--- src/hdl/rbb_pkg.sv ---
// Shared types and constants for the RGBA 3x3 box blur.
// Used by every module of the block but rbb_ram; depends on nothing.
package rbb_pkg;

   // Default bounds of the image, handed down from the top level
   localparam int MAX_WIDTH_DEF  = 512;
   localparam int MAX_HEIGHT_DEF = 4096;

   // Configuration register file
   localparam int WIDTH_REG_W  = 10;
   localparam int HEIGHT_REG_W = 13;
   localparam int CSR_DATA_W   = 13;
   localparam int CSR_INDEX_W  = 1;
   localparam logic [CSR_INDEX_W-1:0] CSR_IMAGE_WIDTH  = 1'b0;
   localparam logic [CSR_INDEX_W-1:0] CSR_IMAGE_HEIGHT = 1'b1;
   localparam logic [WIDTH_REG_W-1:0]  WIDTH_RESET  = 10'd512;
   localparam logic [HEIGHT_REG_W-1:0] HEIGHT_RESET = 13'd512;
   localparam int MIN_SIZE = 3;

   // Request kinds carried on tuser
   localparam logic MODE_PIXEL = 1'b0;
   localparam logic MODE_FLUSH = 1'b1;

   // Pixel layout: red 7:0, green 15:8, blue 23:16, alpha 31:24
   localparam int CH_W  = 8;
   localparam int NUM_CH = 4;
   localparam int PX_W  = CH_W * NUM_CH;

   // Column sum of three samples and window sum of nine
   localparam int CSUM_W = CH_W + 2;
   localparam int TOT_W  = CH_W + 4;

   // Divide by nine: floor(x * 7282 / 2^16) is exact for x below 2304
   localparam int RECIP_W     = 13;
   localparam logic [RECIP_W-1:0] RECIP_NINE = 13'd7282;
   localparam int RECIP_SHIFT = 16;
   localparam int PROD_W      = TOT_W + RECIP_W;

   // Queue between front and back
   localparam int QUEUE_DEPTH = 2;

   // One classified column travelling from front to back
   typedef struct packed {
      logic                              emit;
      logic                              border;
      logic                              last;
      logic [NUM_CH-1:0][CSUM_W-1:0]     csum;
   } rbb_item_type;

endpackage

--- src/hdl/rbb_queue.sv ---
// Short register queue between the front and back of the blur.
// Uses rbb_pkg for the item type and depth.
module rbb_queue (
   input  logic                  clock,
   input  logic                  reset,
   input  logic                  push,
   output logic                  push_ready,
   input  rbb_pkg::rbb_item_type push_item,
   output logic                  pop_valid,
   input  logic                  pop,
   output rbb_pkg::rbb_item_type pop_item
);
   import rbb_pkg::*;

   localparam int PW = $clog2(QUEUE_DEPTH);
   localparam int NW = $clog2(QUEUE_DEPTH + 1);

   rbb_item_type    entry_ff [QUEUE_DEPTH];
   logic [PW-1:0]   wr_ptr_ff, wr_ptr_in;
   logic [PW-1:0]   rd_ptr_ff, rd_ptr_in;
   logic [NW-1:0]   count_ff, count_in;

   assign push_ready = (count_ff != NW'(QUEUE_DEPTH));
   assign pop_valid  = (count_ff != '0);
   assign pop_item   = entry_ff[rd_ptr_ff];

   // Advance pointers and fill count
   always_comb begin
      wr_ptr_in = wr_ptr_ff;
      rd_ptr_in = rd_ptr_ff;
      count_in  = count_ff;
      if (push) begin
         wr_ptr_in = (wr_ptr_ff == PW'(QUEUE_DEPTH - 1)) ? '0 : wr_ptr_ff + 1'b1;
      end
      if (pop) begin
         rd_ptr_in = (rd_ptr_ff == PW'(QUEUE_DEPTH - 1)) ? '0 : rd_ptr_ff + 1'b1;
      end
      if (push && !pop) count_in = count_ff + 1'b1;
      if (pop && !push) count_in = count_ff - 1'b1;
   end

   always_ff @(posedge clock) begin
      if (reset) begin
         wr_ptr_ff <= '0;
         rd_ptr_ff <= '0;
         count_ff  <= '0;
      end else begin
         wr_ptr_ff <= wr_ptr_in;
         rd_ptr_ff <= rd_ptr_in;
         count_ff  <= count_in;
      end
   end

   // Store the pushed item
   always_ff @(posedge clock) begin
      if (push) begin
         entry_ff[wr_ptr_ff] <= push_item;
      end
   end

endmodule

--- config.mk ---
export PLATFORM = sky130hd
export DESIGN_NAME = rbb_queue
export DESIGN_NICKNAME = d
export VERILOG_FILES = /design/src/hdl/rbb_pkg.sv /design/src/hdl/rbb_queue.sv
export SDC_FILE = /design/constraint.sdc
export NUM_CORES = 1
export LEC_CHECK = 0
export BUFFER_PORTS_ARGS = -buffer_cell sky130_fd_sc_hd__buf_2
export CAP_MARGIN = 20
export CORE_ASPECT_RATIO = 1.2
export CORE_UTILIZATION = 55
export DETAILED_ROUTE_END_ITERATION = 10
export GPL_TIMING_DRIVEN = 1
export PLACE_DENSITY_LB_ADDON = 0.2
export SYNTH_ARGS = -nofsm -noshare
export SYNTH_HDL_FRONTEND = slang
export SYNTH_SLANG_ARGS = --single-unit
export TNS_END_PERCENT = 30
--- constraint.sdc ---
create_clock -name clock -period 5.86 [get_ports clock]
set_input_delay 0.586 -clock clock [delete_from_list [all_inputs] [get_ports clock]]
set_output_delay 0.586 -clock clock [all_outputs]
set_load 0.02 [all_outputs]
# == Word level (Yosys, flattened, before mapping) ==
# Memory sizes are Yosys's and may differ from the RTL's. A register that Yosys moved wholly into a read port is not among the register bits.
# Cells that the tools add are included.
# word_totals
regBits,4
output_inout_bits,45
mem_bits_rw,86
mem_count,1
# op_classes
n_reduce_logical,6
n_mux,8
add_sub_neg,4
eq_ne,1
# mem_list
name,words,word_bits,rd,rd_clocked_by_memory_dff,wr,line_no,text
entry_ff,2,43,1,1,1,rbb_queue.sv:18,rbb_item_type entry_ff [QUEUE_DEPTH];
# op_table
operator,n
$mux 1,6
$mux 2,2
$reduce_bool 2->1,2
$add 1x1->1 const B,2
$add 2x1->2 const B,1
$logic_and 1x1->1,2
$logic_not 1->1,2
$ne 2x2->1 const B,1
$sub 2x1->2 const B,1

# == Depth between registers and ports, before layout ==
# logic_depth
depth_word,4
ltp_mapped,5

# == Worst setup path before layout ==
# No wires, ideal clock.
# synth_path
path_kind,in2reg
from,input push
to,memory entry_ff[0][0] in the netlist's numbering (enable)
setup_time_ns,0.444
slack_ns,2.965
cell_stages,2
arrival_time_ns,2.451
path_cell_list,inv_1 -> nor2_1
# synth_via
elab_chain_cells,2
# synth_lines
element,line_no,text
start: declaration,rbb_queue.sv:6,"input logic push,"
$mux 1,rbb_queue.sv:56,if (push) begin
$mux 1 (not written as such),rbb_queue.sv:57,entry_ff[wr_ptr_ff] <= push_item;
end: declaration,rbb_queue.sv:18,
# Every way passes these cells.

==> summary.md <==
| Metric | Value |
|---|---|
| DP HPWL | `3318 microns` |
| Pre-antenna DRT Iters | `5` |
| Final Setup Violations | `0` |
| Synthesis-to-finish area growth | `22.54%` |
| Die Ht | `86.81 microns` |
| Number of I/O port buffers | `91` |
| Critical R2R Launch | `wr_ptr_ff` |
| Clock Skew | `0.007567 ns` |
| Vias/cell | `4.964` |
| Sequential area share after synthesis | `81.37%` |
| Status | `completed` |
| Pre-CTS setup slack | `3.647 ns` |
| Tmin final | `2.571 ns` |
| Setup crit end kind | `output port` |
| RSZ-0062 raised after global routing | `false` |
| Worst Path Max Fanout | `43` |
| Total CTS buffers | `9` |
| Initial antenna violation count | `1` |
| Total track usage | `17.39%` |
| Final GP Congestion | `0.6426` |
| Dpl cells | `323` |
| Fin. Hold Viols | `0` |
| Core area | `5705 sq um` |
| Share of layout cells above drive strength 1 | `41.25%` |
| H-tree levels | `3` |
| Syn. warnings | `0` |
| Num ports | `92` |
| Post-Layout Inst Area | `4040 sq um` |
| Initial core utilization | `57.79%` |
| Period Utilization, post-route | `43.88%` |
| Cell Pwr Density | `337.2 nW/um^2` |
| Via count | `1,673` |
| Leakage | `1.525 nW` |
| WL per Instance | `15.52 microns` |
| Die X | `72.68 microns` |
| Final antenna-violating net count | `0` |
| Sequential cell area | `2684 sq um` |
| Worst-Skew Late Latency | `0.35 ns` |
| Fin. max-slew vios | `0` |
| Fin worst setup slack | `3.289 ns` |
| DRC | `0` |
| DP Area | `3845 sq um` |
| Post-route setup TNS | `0 ns` |
| Finished Core Util | `70.81%` |
| Critical Path AT | `1.99 ns` |
| Vias in the first global route | `1,615` |
| CP required | `5.27 ns` |
| Num Clock Sinks | `91` |
| ANT cells | `0` |
| Row Count | `30` |
| Reg clk slew, reported paths | `0.08 ns` |
| Achievable frequency | `388.9 MHz` |
| Nets@finish | `302` |
| CTS max path bufs | `2` |
| Worst slew pin tran | `1.079 ns` |
| CTS tree | `yes` |
| Worst vdd ir | `175.0 uV` |
| First-pass GRT wire length | `7679 microns` |
| Netlist cell types | `15` |
| Pin count of the biggest net entering global routing | `44` |
| Relative slew margins | `28.07%` |
| Grt ovf | `0` |
| Seq cells post-synth | `91` |
| Post-Syn Area per Cell | `21.13 sq um` |
| Final wirelength | `5229 microns` |
| Synth Cell Area | `3297 sq um` |
| Post-CTS Setup Bufs | `0` |
| Root Buffer | `clkbuf_8` |
| Hold Buf Count CTS | `0` |
| Maxcap violations | `0` |
| Critical Path Start Type | `flop` |
| Total power draw | `1.362 mW` |
| Hold_ws | `0.4226 ns` |
| Die ar. | `6309 sq um` |
| Multi-input logic area | `594.3 sq um` |
| Starting DRT DRC Count | `78` |
| Layout Cells excl Fill | `337` |
| Net Count, Synth | `204` |
| Hold Path Class | `in -> reg` |
| Post-CTS Resized | `0` |
| Crit Path Class | `reg -> out` |
| # fillers | `416` |
| Post-Syn Instances | `156` |
| Worst Min Path Start | `push_item[37]` |
[final timing paths]
check	depth (start not counted)	to	slack [ns]
max	2	pop_item[3]	3.29
min reg2reg	2	count_ff[1]	0.51
max reg2reg	1	entry_ff[1][21]	4.19
min	1	entry_ff[1][37]	0.42
[synthesized netlist by cell type]
cell | n | share of area, %
o21ai_0 | 1 | 0.15
buf_2 | 5 | 0.76
inv_1 | 1 | 0.11
nand2b_1 | 1 | 0.19
and2_1 | 1 | 0.19
mux2_1 | 43 | 15
or3_1 | 1 | 0.19
xor2_1 | 1 | 0.27
or2_1 | 1 | 0.19
dfxtp_1 | 5 | 3.0
nor2_1 | 5 | 0.57
a21oi_1 | 1 | 0.15
edfxtp_1 | 86 | 78
ha_1 | 1 | 0.38
xnor2_1 | 3 | 0.80
[worst max-delay path: stages, from the launching register on]
cell and delay [ns]:
dfxtp_2 1.05, mux2_1 0.41, buf_2 0.17
[power breakdown]
group	leakage [nW]	internal (mW)	switching (mW)
logic	0.579	0.0641	0.0945
clock network	0.0973	0.233	0.192
registers	0.849	0.757	0.0222
[layer usage]
metal	track usage (%)	wire length (microns)
met5	0	0
met4	11.23	66
met3	4.884	363
met2	26.93	2640
met1	21.50	2158
[placed cells by master, fill, tap and decap left out]
master | Yosys | layout
buf_2 | 5 | 91
edfxtp_1 | 86 | 86
mux2_1 | 43 | 43
clkbuf_8 | 0 | 9
nor2_1 | 5 | 4
dfxtp_1 | 5 | 4
xnor2_1 | 3 | 3
clkinv_1 | 0 | 2
bufinv_16 | 0 | 2
or2_1 | 1 | 1
and2_2 | 0 | 1
inv_1 | 1 | 1
nand2b_1 | 1 | 1
nor2_4 | 0 | 1
xor2_1 | 1 | 1
o21ai_0 | 1 | 1
or3_1 | 1 | 1
a21oi_1 | 1 | 1
ha_1 | 1 | 1
dfxtp_2 | 0 | 1
clkbuf_1 | 0 | 1
buf_4 | 0 | 1
[registers in the layout, summed over array words and instances, names as in the netlist, named ones only]
name	cells
count_ff	2
wr_ptr_ff	1
entry_ff	86
rd_ptr_ff	1
[cell type report]
type / count / area share (%)
clock inverter: 4 / 1.672
timing repair buffer: 92 / 11.46
multi-input combinational: 59 / 14.71
tap: 80 / 2.478
sequential: 91 / 66.43
clock buffer: 10 / 3.159
inverter: 1 / 0.09291
[cell families (layout without fill, tap and decap cells)]
| family | Yosys count | after routing | synth area share [%] |
|---|---|---|---|
| simple gates | 9 | 9 | 1.329 |
| compound gates | 2 | 2 | 0.3033 |
| xor+xnor | 4 | 4 | 1.063 |
| buf+inv | 6 | 107 | 0.8726 |
| fa+ha+maj | 1 | 1 | 0.3794 |
| mux | 43 | 43 | 14.69 |
| flops | 91 | 91 | 81.37 |
(Power assumes the default switching activity.)
