==> config.mk <==
export PLATFORM = sky130hd
export DESIGN_NAME = rbb_back
export DESIGN_NICKNAME = d
export VERILOG_FILES = /design/src/hdl/rbb_pkg.sv /design/src/hdl/rbb_back.sv
export SDC_FILE = /design/constraint.sdc
export NUM_CORES = 1
export LEC_CHECK = 0
export ABC_CLOCK_PERIOD_IN_PS = 13200
export BUFFER_PORTS_ARGS = -buffer_cell sky130_fd_sc_hd__clkbuf_2
export CAP_MARGIN = 20
export CORE_UTILIZATION = 53
export CTS_BUF_LIST = sky130_fd_sc_hd__clkbuf_8
export DETAILED_ROUTE_END_ITERATION = 10
export GPL_ROUTABILITY_DRIVEN = 0
export PLACE_DENSITY = 0.68
export RECOVER_POWER = 25
export SYNTH_ARGS = -nofsm -noshare
export SYNTH_HDL_FRONTEND = slang
export SYNTH_SLANG_ARGS = --single-unit
export TNS_END_PERCENT = 5
==> constraint.sdc <==
create_clock -name clock -period 13.2 [get_ports clock]
set_clock_uncertainty 0.05 [all_clocks]
set_input_delay 2.64 -clock clock [delete_from_list [all_inputs] [get_ports clock]]
set_output_delay 2.64 -clock clock [all_outputs]
set_load 0.1 [all_outputs]
==> src/hdl/rbb_pkg.sv <==
// Shared types and constants for the RGBA 3x3 box blur.
// Used by every module of the block but rbb_ram; depends on nothing.
package rbb_pkg;

   // Default bounds of the image, handed down from the top level
   localparam int MAX_WIDTH_DEF  = 512;
   localparam int MAX_HEIGHT_DEF = 4096;

   // Configuration register file
   localparam int WIDTH_REG_W  = 10;
   localparam int HEIGHT_REG_W = 13;
   localparam int CSR_DATA_W   = 13;
   localparam int CSR_INDEX_W  = 1;
   localparam logic [CSR_INDEX_W-1:0] CSR_IMAGE_WIDTH  = 1'b0;
   localparam logic [CSR_INDEX_W-1:0] CSR_IMAGE_HEIGHT = 1'b1;
   localparam logic [WIDTH_REG_W-1:0]  WIDTH_RESET  = 10'd512;
   localparam logic [HEIGHT_REG_W-1:0] HEIGHT_RESET = 13'd512;
   localparam int MIN_SIZE = 3;

   // Request kinds carried on tuser
   localparam logic MODE_PIXEL = 1'b0;
   localparam logic MODE_FLUSH = 1'b1;

   // Pixel layout: red 7:0, green 15:8, blue 23:16, alpha 31:24
   localparam int CH_W  = 8;
   localparam int NUM_CH = 4;
   localparam int PX_W  = CH_W * NUM_CH;

   // Column sum of three samples and window sum of nine
   localparam int CSUM_W = CH_W + 2;
   localparam int TOT_W  = CH_W + 4;

   // Divide by nine: floor(x * 7282 / 2^16) is exact for x below 2304
   localparam int RECIP_W     = 13;
   localparam logic [RECIP_W-1:0] RECIP_NINE = 13'd7282;
   localparam int RECIP_SHIFT = 16;
   localparam int PROD_W      = TOT_W + RECIP_W;

   // Queue between front and back
   localparam int QUEUE_DEPTH = 2;

   // One classified column travelling from front to back
   typedef struct packed {
      logic                              emit;
      logic                              border;
      logic                              last;
      logic [NUM_CH-1:0][CSUM_W-1:0]     csum;
   } rbb_item_type;

endpackage

==> src/hdl/rbb_back.sv <==
// Back end of the blur: keeps the window as two column sums, adds the
// nine samples, divides by nine and drives the result channel. Uses rbb_pkg.
module rbb_back (
   input  logic                      clock,
   input  logic                      reset,
   input  logic                      q_valid,
   output logic                      q_pop,
   input  rbb_pkg::rbb_item_type     q_item,
   output logic                      rsp_tvalid,
   input  logic                      rsp_tready,
   output logic [rbb_pkg::PX_W-1:0]  rsp_tdata,
   output logic                      rsp_tlast
);
   import rbb_pkg::*;

   logic [NUM_CH-1:0][CSUM_W-1:0] win0_ff, win0_in, win1_ff, win1_in;
   logic [NUM_CH-1:0][TOT_W-1:0]  total_in, total_ff;
   logic                          b1_valid_ff, b1_valid_in;
   logic                          b1_border_ff, b1_last_ff;
   logic                          out_valid_ff, out_valid_in;
   logic [PX_W-1:0]               out_data_ff, out_data_in;
   logic                          out_last_ff;
   logic                          b1_ready, out_ready;
   logic [PROD_W-1:0]             prod [NUM_CH];

   assign out_ready = !out_valid_ff || rsp_tready;
   assign b1_ready  = !b1_valid_ff || out_ready;
   assign q_pop     = q_valid && b1_ready;

   // Window sum and window shift; the last pixel clears the window
   always_comb begin
      win0_in = win0_ff;
      win1_in = win1_ff;
      for (int c = 0; c < NUM_CH; c++) begin
         total_in[c] = TOT_W'(win0_ff[c]) + TOT_W'(win1_ff[c]) + TOT_W'(q_item.csum[c]);
      end
      if (q_pop) begin
         if (q_item.last) begin
            win0_in = '0;
            win1_in = '0;
         end else begin
            win0_in = win1_ff;
            win1_in = q_item.csum;
         end
      end
      b1_valid_in  = b1_ready ? (q_pop && q_item.emit) : b1_valid_ff;
      out_valid_in = out_ready ? b1_valid_ff : out_valid_ff;
   end

   // Divide by nine through the reciprocal; zero the border
   always_comb begin
      for (int c = 0; c < NUM_CH; c++) begin
         prod[c] = PROD_W'(total_ff[c]) * PROD_W'(RECIP_NINE);
         out_data_in[c*CH_W +: CH_W] = b1_border_ff ? '0 : prod[c][RECIP_SHIFT +: CH_W];
      end
   end

   // Control registers
   always_ff @(posedge clock) begin
      if (reset) begin
         win0_ff      <= '0;
         win1_ff      <= '0;
         b1_valid_ff  <= 1'b0;
         out_valid_ff <= 1'b0;
      end else begin
         win0_ff      <= win0_in;
         win1_ff      <= win1_in;
         b1_valid_ff  <= b1_valid_in;
         out_valid_ff <= out_valid_in;
      end
   end

   // Payload registers: load when the stage moves on
   always_ff @(posedge clock) begin
      if (q_pop && b1_ready) begin
         total_ff     <= total_in;
         b1_border_ff <= q_item.border;
         b1_last_ff   <= q_item.last;
      end
      if (out_ready && b1_valid_ff) begin
         out_data_ff <= out_data_in;
         out_last_ff <= b1_last_ff;
      end
   end

   assign rsp_tvalid = out_valid_ff;
   assign rsp_tdata  = out_data_ff;
   assign rsp_tlast  = out_last_ff;

endmodule

**Yosys cells after proc, flatten, opt, wreduce, memory -nomap -nowiden**

Cells that the tools add are included.
W data, S select, Z words.

- Bits in registers: 165
- Bits in latches: 0
- Bits in writable memories: 0
- Memory bits (read-only): 0
- Word-level logic and storage cells: 40
- Memories kept: 0

- $add $sub $neg: 8
- $mul: 4
- Div/mod/pow operators: 0
- $lt $le $gt $ge: 0
- Equal/unequal tests: 0
- Shifts and indexed selects: 0
- Multiplexer cells: 2
- Bitwise gates (word level): 0
- Reductions and logical operators: 8

Operators with widths:

| kind | count |
|---|---|
| $mul A12 B12 Y23 const B | 4 |
| $mux W40 | 2 |
| $add A11 B10 Y12 | 4 |
| $add A10 B10 Y11 | 4 |
| $logic_and A1 B1 Y1 | 4 |
| $logic_not A1 Y1 | 2 |
| $logic_or A1 B1 Y1 | 2 |

**Depth between registers and ports, before layout**

- Word-level depth: 5
- Mapped depth: 19
- Mapped depth without buffers: 19

**Least setup slack after synthesis**

OpenSTA, ideal clock, no wires.

- Path type: input to output
- Start: in rsp_tready
- End: out q_pop
- Arrival: 4,871 ps
- Required time: 10,510 ps
- Path slack: 5,639 ps
- Stages on the path: 6
- Path buffers: 2
- Cell sequence: nor2b_1 -> nand2_1 -> nand2_1 -> clkbuf_1 -> clkbuf_1 -> inv_1

- Longest elaborated chain between the ends: 3

RTL lines:

| what | RTL line | source |
|---|---|---|
| start, declared | rbb_back.sv:10 | `input logic rsp_tready,` |
| $logic_or A1 B1 Y1 | rbb_back.sv:26 | `assign out_ready = !out_valid_ff \|\| rsp_tready;` |
| $logic_or A1 B1 Y1 | rbb_back.sv:27 | `assign b1_ready = !b1_valid_ff \|\| out_ready;` |
| $logic_and A1 B1 Y1 | rbb_back.sv:28 | `assign q_pop = q_valid && b1_ready;` |
| end, declared | rbb_back.sv:7 | `output logic q_pop,` |

Every way passes these cells.

**Worst setup path in the final report**

Ends and elaborated chain as after synthesis.

==> impl_results.md <==
- Fin crit period: 7.26 ns
- Required @ worst endpoint: 10.51 ns
- # Post-CTS Setup Buffers: 0
- TNS Setup: 0 ns
- Post_cts resized: 0
- Area grow syn2layout: 7.42%
- Worst Setup SP: rsp_tready
- CTS tree: yes
- Post-Synth Adder-Cell Area: 42.7%
- Initial antenna violation count: 0
- Power Total: 4.10 mW
- P_sw: 1.98 mW
- Vias: 10800
- Non-Filler Instances: 2093
- Syn nets: 2134
- DIE AREA: 0.0315 mm2
- Reg2reg start: total_ff[9]
- Commonest non-fill, non-tap cell in the layout: inv_1
- Port Buffers: 81
- CP startpoint kind: input pin
- Post-route setup slack: 5.94 ns
- Clk pwr share: 10.2%
- Synth Instances: 1625
- Final instance area: 0.0176 mm2
- Clk root buf: clkbuf_8
- Startpoint of the worst hold path: b1_last_ff
- Maximum VDD drop: 0.112 mV
- Clock slew at reported path FFs: 0.09 ns
- Pwr/cell area: 234 mW/mm2
- Die Y: 178 um
- Syn avg cell area: 10.1 um2
- Initial DRC Count: 522
- Fraction of synthesized area in multiplexers: 0.429%
- Deepest clock path buffer count: 2
- WP data arrival: 4.57 ns
- Crit end category: output pin
- Die width: 178 um
- Drt first pass iters: 5
- GRT Residual Overflow: 0
- Critical path's largest stage delay: 0.57 ns
- Area of the core: 0.0300 mm2
- CP delay by family, top: buffers and inverters
- Post-Synth XOR/XNOR Area: 3.22%
- Crit-path cells: clkbuf_2 > nor2b_1 > nand2_1 > nand2_4 > inv_2 > buf_4 > clkbuf_2
- Clock Latency Late Sink: 0.49 ns
- Slew @ Worst Pin: 3.67 ns
- Largest family of logic cells by synthesized area: adder cells
- CP max-delay cell: clkbuf_2
- Share of cells above drive strength 1: 7.63%
- Inserted Diodes: 0
- Residual DRC: 0
- Top_reg_cell synth: edfxtp_1
- Asr flop ratio synth: 0%
- WHS: 0.420 ns
- Total GRT Usage: 20.3%
- Hold Buf Count CTS: 0
- Status: finished with violations
- EDFF count, synth: 83
- Peak Freq: 0.138 GHz
- Row count: 63
- Post-Route WL: 29.7 mm
- Hold Fails Final Rpt: 0
- Logic gate share of total power: 73.4%
- Final ANT Viol Nets: 0
- First-pass GRT wire length: 51.1 mm
- Crit-path max FO: 66
- Reg power frac: 16.4%
- CP dominant cell by count: clkbuf_2
- Final setup violating endpoints: 0
- Post-synthesis compound-gate area fraction: 9.25%
- Placed cells: 2061
- CP Class: input pin to output pin
- Clock sink total: 165
- Switch share: 48.2%
- Largest net degree at the start of global routing: 97
- Final period utilization: 55.0%
- Final Util: 58.6%
- Initial Utilization: 54.5%
- Sequential area share after synthesis: 25.3%
- Cell variety after synth: 64
- Syn. warnings: 0
- Fin nets: 2199
- Max Slew Vio Count: 199
- H-tree levels: 4
- Flops & latches, synth: 165
- Slew Limit Headroom: -145%
- Cts bufs inserted: 17
- Number of global-route vias before repair: 10800
- Place WS: 5.91 ns
- Failing checks: max-capacitance violations, max-slew violations
- Most frequent cells in the layout: 315 x inv_1, 302 x ha_1, 160 x fa_1, 127 x nor2_1, 115 x a21oi_1
- Cell Area, Placed: 0.0171 mm2
- RSZ-0062 raised after global routing: false
- Area of the mapped netlist: 0.0163 mm2
- Crit path buf inv count: 4
- Hold Path Class: flip-flop to flip-flop
- Post-Synth Simple-Gate Area: 10.9%
- Max Cap Violations: 3
- R2R setup slack: 7.85 ns
- # IOs: 82
- Int Pwr: 2.12 mW
- Vias per cell: 5.17
- Detail Placement HPWL: 24.0 mm
- DR WL/cell: 14.2 um
- Leak pwr: 8.70 nW
## per-layer routing
layer / vias up / track usage [%] / routed length (um)
met2: 167 / 30.4 / 12400
met1: 5083 / 30.3 / 16000
met5: - / 0 / 0
met4: 0 / 4.63 / 248
met3: 19 / 3.68 / 1090
li1: 5547 / - / -
## sequential cells by signal, summed over array words and instances (netlist names)
signal and cells:
win0_ff 40, rsp_tvalid 1, rsp_tlast 1, b1_border_ff 1, b1_valid_ff 1, total_ff 48
b1_last_ff 1, rsp_tdata 32, win1_ff 40
## cell usage after synthesis (5+ instances only)
master	n	area share, %
o31ai_1	7	0.32
a21boi_0	7	0.32
clkbuf_1	39	0.90
fa_1	160	20
nor3_1	27	0.83
a21o_1	26	1.2
inv_1	314	7.2
xor2_1	18	0.96
ha_1	302	23
edfxtp_1	83	15
nand2b_1	15	0.57
nand2_1	36	0.83
nand3_1	13	0.40
nor3b_1	77	3.5
a21oi_1	115	3.5
o211ai_1	5	0.23
nor2_1	127	2.9
and3_1	7	0.27
o21a_1	10	0.46
a31oi_1	8	0.31
dfxtp_1	82	10
xnor2_1	42	2.3
nor2b_1	13	0.50
o21ai_0	26	0.80
## worst reg2reg max path, cell delays in order (launching register included)
cell and delay [ns]:
edfxtp_1 0.49, inv_1 0.13, fa_1 0.50, inv_1 0.04, ha_1 0.30, inv_1 0.07, fa_1 0.54, inv_1 0.06
fa_1 0.49, inv_1 0.05, fa_1 0.52, inv_1 0.04, ha_1 0.35, a21o_1 0.20, a21o_1 0.18, a21oi_1 0.16
o21ba_2 0.21, a21oi_2 0.08, or3_1 0.37, mux2_4 0.30
## final timing paths
path / end / depth (start not counted)
hold reg to reg: rsp_tlast / 0
setup / recovery: q_pop / 7
setup reg to reg: rsp_tdata[6] / 19
hold / removal: rsp_tlast / 0
## cells by family after synthesis
family / after synthesis
buf+inv: 354
compound gates: 239
mux: 6
xor+xnor: 60
fa+ha+maj: 462
flops: 165
simple gates: 339
## power by group through the flow
stage          clock network (mW)  registers, mW  logic, mW
2_1_floorplan                   0          0.842       2.18
3_3_place_gp                    0          0.684       2.89
3_5_place_dp                    0          0.686       2.99
4_1_cts                     0.433          0.674       3.03
5_1_grt                     0.451          0.679       3.46
6_report                    0.419          0.673       3.01
## cell type report
class | count | area [um2]
clock inverters | 15 | 204
repair buffers | 86 | 429
well taps | 390 | 488
fillers | 2569 | 12400
inverters | 314 | 1180
clock buffers | 17 | 234
multi-input cells | 1106 | 10900
flip-flops and latches | 165 | 4130
Power figures use the tool's default switching activity.
